==> src/hw/rtl/fet_pkg.sv <==
// shared types and constants for the fault event table
package fet_pkg;

  localparam logic [1:0] OP_REPORT  = 2'd0;
  localparam logic [1:0] OP_RESOLVE = 2'd1;
  localparam logic [1:0] OP_ACK     = 2'd2;
  localparam logic [1:0] OP_NOTICE  = 2'd3;

  localparam logic [2:0] ST_CREATED   = 3'd0;
  localparam logic [2:0] ST_UPDATED   = 3'd1;
  localparam logic [2:0] ST_THROTTLED = 3'd2;
  localparam logic [2:0] ST_RESOLVED  = 3'd3;
  localparam logic [2:0] ST_ACKED     = 3'd4;
  localparam logic [2:0] ST_NOTFOUND  = 3'd5;
  localparam logic [2:0] ST_TAKEN     = 3'd6;
  localparam logic [2:0] ST_NONOTICE  = 3'd7;

  localparam logic [0:0] CFG_THROTTLE = 1'd0;
  localparam logic [0:0] CFG_NOTIFY   = 1'd1;

  typedef struct packed {
    logic [1:0]  opcode;
    logic [31:0] now_ms;
    logic [7:0]  component_id;
    logic [7:0]  fault_code;
    logic [1:0]  severity_in;
    logic [15:0] target_tag;
  } req_t;

  typedef struct packed {
    logic [2:0]  status;
    logic [15:0] event_tag;
    logic [31:0] occurrences;
    logic [1:0]  entry_severity;
    logic        notify;
    logic        evicted;
    logic [15:0] evicted_tag;
    logic [1:0]  health;
    logic [5:0]  active_count;
  } rsp_t;

  // one table entry as it sits in a cell
  typedef struct packed {
    logic        valid;
    logic        active;
    logic        acked;
    logic [1:0]  sev;
    logic [7:0]  comp;
    logic [7:0]  code;
    logic [15:0] tag;
    logic [31:0] last_seen;
    logic [31:0] count;
  } entry_t;

  // command broadcast from the controller to every cell
  typedef struct packed {
    logic        load;      // write new entry at the cell flagged by sel
    logic        upd;       // rewrite the cell flagged by sel
    logic        clr_act;   // resolve the selected cell
    logic        set_ack;   // acknowledge the selected cell
    logic        shift;     // cells flagged by shen take their upper neighbour
    entry_t      wdata;
  } cmd_t;

endpackage

==> src/hw/rtl/fet_cell.sv <==
// one table slot: holds an entry and can take its upper neighbour's entry
module fet_cell (
  input  logic            clk_i,
  input  logic            rst_ni,
  input  fet_pkg::cmd_t   cmd_i,
  input  logic            sel_i,
  input  logic            shift_en_i,
  input  fet_pkg::entry_t up_i,
  output fet_pkg::entry_t ent_o
);

  fet_pkg::entry_t ent_q, ent_d;

  always_comb begin
    ent_d = ent_q;
    if (cmd_i.shift && shift_en_i) begin
      ent_d = up_i;
    end else if (sel_i) begin
      if (cmd_i.load || cmd_i.upd) ent_d = cmd_i.wdata;
      if (cmd_i.clr_act) ent_d.active = 1'b0;
      if (cmd_i.set_ack) ent_d.acked = 1'b1;
    end
  end

  // whole entry cleared on reset
  always_ff @(posedge clk_i or negedge rst_ni) begin
    if (!rst_ni) begin
      ent_q <= '0;
    end else begin
      ent_q <= ent_d;
    end
  end

  assign ent_o = ent_q;

endmodule

==> config.mk <==
export PLATFORM = sky130hd
export DESIGN_NAME = fet_cell
export DESIGN_NICKNAME = d
export VERILOG_FILES = /design/src/hw/rtl/fet_pkg.sv /design/src/hw/rtl/fet_cell.sv
export SDC_FILE = /design/constraint.sdc
export NUM_CORES = 1
export LEC_CHECK = 0
export ABC_AREA = 1
export ABC_CLOCK_PERIOD_IN_PS = 900
export BUFFER_PORTS_ARGS = -buffer_cell sky130_fd_sc_hd__buf_2
export CAP_MARGIN = 40
export CORE_AREA = 2 2 120 122
export CTS_BUF_LIST = sky130_fd_sc_hd__clkbuf_4 sky130_fd_sc_hd__clkbuf_8
export DETAILED_ROUTE_END_ITERATION = 8
export DIE_AREA = 0 0 122 124
export PLACE_DENSITY_LB_ADDON = 0.2
export REMOVE_ABC_BUFFERS = 1
export SLEW_MARGIN = 20
export SYNTH_ARGS = -nofsm -noshare
export SYNTH_HDL_FRONTEND = slang
export SYNTH_SLANG_ARGS = --single-unit
==> constraint.sdc <==
create_clock -name clk_i -period 0.9 [get_ports clk_i]
set_clock_uncertainty 0.05 [all_clocks]
set_input_delay 0.18 -clock clk_i [delete_from_list [all_inputs] [get_ports clk_i]]
set_output_delay 0.18 -clock clk_i [all_outputs]
set_load 0.005 [all_outputs]
==> impl_summary.md <==
Run status
The run finished, with violations left. The checks that failed: setup timing.

Power and ir drop
The ratio of total power to cell area is 1628 nW/µm². Summed over all cells, the static leakage comes to 4.909 nW. The highest ir drop seen on vdd is 0.0008596 V.

Setup path
The critical path startpoint category is a flop. The critical path in this run is classified as flop to output pin. The path length in cells of the critical path is 1. The element type at the critical path end is an output pin. In this run the critical register-to-register path is launched from ent_o[56]. On the worst path, the slowest cell contributes a delay of 0.41 ns. The endpoint of the worst setup timing path is ent_o[18].

The endpoint identified for the worst register-to-register timing path is ent_o[56]. Of all nets on the critical path, the largest fanout is 2. Counting both buffers and inverters, the worst setup path holds a total of 1. Traced cell by cell, the critical path runs through buf_2. Data arrives at the worst endpoint at 0.91 ns. In this run the register-to-register setup slack is 0.02 ns. The critical path starts at ent_o[18]. The slowest stage of the critical path belongs to the cell sky130_fd_sc_hd__dfrtp_1. Measured in cells, the most critical reg-to-reg path has a length of 4.

The endpoint required time on the critical path is 0.67 ns. The dominant delay contributor by cell family on the critical path is flip-flops.

Routing
After detailed routing, the number of remaining DRC violations is 0. The via count is 5,757. In the routed layout, each cell is associated on average with a via count of 4.411. The average detailed-routed wire length per instance is 12.59 µm. The pre-antenna-repair detailed-routing pass consisted of 4 iterations.

In this run the remaining antenna-violating nets after routing total 0. The final routed wirelength across all metal layers is 16,430 µm. In this run, the number of DRC markers left after iteration 0 of detailed routing was 318.

Synthesis
The number of enable-type register cells in the synthesized netlist is 0. Dividing the synthesized area by the synthesized cell count gives 6.702 µm². Summed over all instances, the cell type with the most area after synthesis is sky130_fd_sc_hd__dfrtp_1. The synthesized netlist occupies a cell area of 5114 µm². Summing the sequential cell areas from Yosys gives 49.43% of the chip area.

The top flip-flop cell by instance count after synthesis is sky130_fd_sc_hd__dfrtp_1. Synthesis inferred 101 register bits. The instance count of the mapped netlist is 763. Among all cell types in the netlist, the one instantiated most often is sky130_fd_sc_hd__nand2_1.

The portion of synthesized cell area occupied by the leading cell type is 49.43%. After synthesis, the netlist uses 14 different library cells. By area the synthesized netlist is led by sky130_fd_sc_hd__dfrtp_1, sky130_fd_sc_hd__nand2_1, sky130_fd_sc_hd__buf_2.

During synthesis, Yosys emitted a total of 0 warnings. The async set or reset register ratio after synthesis is 100.0%. By count the netlist is led by sky130_fd_sc_hd__nand2_1, sky130_fd_sc_hd__dfrtp_1, sky130_fd_sc_hd__buf_2, sky130_fd_sc_hd__buf_4, sky130_fd_sc_hd__nand3_1.

Clock network
The clock reaches the later pin of the worst-skew pair after 0.36 ns. CTS built an H-tree with a depth of 3. TritonCTS built the clock tree. The buffer depth of the longest clock path is 2. CTS placed an instance of sky130_fd_sc_hd__clkbuf_8 at the clock tree root. The TritonCTS buffer count is 9. The clock edge transition at the registers on the reported setup and hold paths is 0.10 ns. The clock net in this run drives a total of 101 sinks.

Layout
0 antenna diodes ended up in the layout. The net count of the finished layout is 1,331. The number of flip-flops in the largest register is 101. The number of fill cells in the layout is 1,386. In the final layout, the share of cells above drive strength 1 is 37.07%. The area added between synthesis and finish is 52.14%.

Floorplanning
The width of the chip is 122 µm. The number of placed I/O pins is 312. The die outline height is 124 µm.

Row generation in the floorplan step produced 43 rows. The initial utilization of the core area, before any placement, comes to 37.27%. In this run the standard cell core region covers 13,720 µm². The floorplan step defined a die boundary enclosing 15,130 µm².

STA
Based on the critical path, the design can be clocked at up to 878.8 MHz. The number of max-slew violations in the final report was 0. The final number of setup-violating endpoints is 101. The worst slew margin relative to its limit is 79.72%. The hold violation count in the final report is 0. The minimum clock period is 1.138 ns. The worst slack on hold paths is 0.03147 ns. Setup slack on the critical path of the routed design comes to -0.2380 ns.

Dividing the final minimum period by the clock period gives 126.4%. The transition time of the tightest slew-check pin is 0.3041 ns. Setup repair after global routing could not meet its margin everywhere.

Job
The max-cap violation count is 0.

Global route
The pin count of the biggest net entering global routing is 46. The final global-route overflow total is 0. The global-route usage over all layers is 19.77%. The first-pass GRT wire length is 23,560 µm. The number of antenna violations at the first check in global routing is 0. The via count of the first global-routing pass is 5,000.

Placed design
The count of buffers from port buffering is 311. Before CTS, the worst setup slack after placement is -0.3653 ns. The sum of net half-perimeters after detailed placement is 11,480 µm. The global placer's final weighted congestion is 0.8203.

Min path
Along the worst hold path, the cell count comes to 5. The worst hold path class is input port to flop.
-- where the power goes --
group	total, W	switching (W)	internal [W]
Clock	0.00364	0.00153	0.00211
Sequential	0.00548	0.000316	0.00516
Combinational	0.00355	0.00173	0.00182
-- per-layer routing --
layer | GRT usage (%) | up-vias | routed length [µm]
met5 | 0 | - | 0
met4 | 8.908 | 0 | 442
met3 | 3.526 | 32 | 1127
met2 | 35.37 | 225 | 8045
met1 | 23.16 | 2521 | 6816
li1 | - | 2979 | -
-- metrics by stage --
stage | TNS (ns) | instances | utilization, % | instance area, µm² | power (W)
6_report | -22.03 | 1305 | 56.71 | 7780 | 0.01267
2_1_floorplan | -337.87 | 720 | - | 4865 | 0.006786
5_1_grt | -26.79 | 1305 | 56.71 | 7780 | 0.01346
3_5_place_dp | -30.90 | 1235 | 50.88 | 6980 | 0.008542
4_1_cts | -24.63 | 1273 | 54.02 | 7411 | 0.01241
3_3_place_gp | -28.31 | 1235 | 50.88 | 6980 | 0.008512
-- layout make-up --
class / count / area (µm²) / share of cell area (%)
clock buffer: 13 / 172.7 / 2.219
clock inverter: 3 / 90.09 / 1.158
inverter: 3 / 18.77 / 0.2412
multi-input combinational: 616 / 2361 / 30.35
sequential: 101 / 2527 / 32.49
tap: 180 / 225.2 / 2.895
timing repair buffer: 389 / 2385 / 30.65
-- cells in the final DEF, fill, tap and decap left out, drive strengths merged --
master,count
inv,3
o21ai,2
bufinv,3
dfrtp,101
clkbuf,17
buf,384
nor2,1
nand2,608
dlygate4sd3,1
nand3b,1
nand3,4
-- worst register-to-register path, delay by kind of cell (launching register included) --
family / cells / cell delay, ns
buffers and inverters: 2 / 0.25
AND/OR/NAND/NOR: 2 / 0.09
flip-flops: 1 / 0.39
-- how the worst min path moves through the flow --
stage	from	to	slack (ns)
after detailed placement	rst_ni	ent_o[78]	0.01
after CTS	up_i[21]	ent_o[21]	0.009
after floorplan	rst_ni	ent_o[0]	-0.17
after global placement	rst_ni	ent_o[78]	0.005
final	up_i[45]	ent_o[45]	0.03
after global routing	up_i[13]	ent_o[13]	0.03
-- repair_timing --
item                                   CTS  global route
setup buffers                           21            29
endpoints found under the hold margin  101             0
gates cloned                             0             4
resized for setup                        0            20
pin swaps                                0            10
setup endpoints to repair              101           161
hold buffers                             1             0
-- logic make-up after synthesis --
family	share of synthesized area [%]
compound gates	0.1958
flops	49.42
buf+inv	5.089
simple gates	45.29
Power figures use the tool's default switching activity.
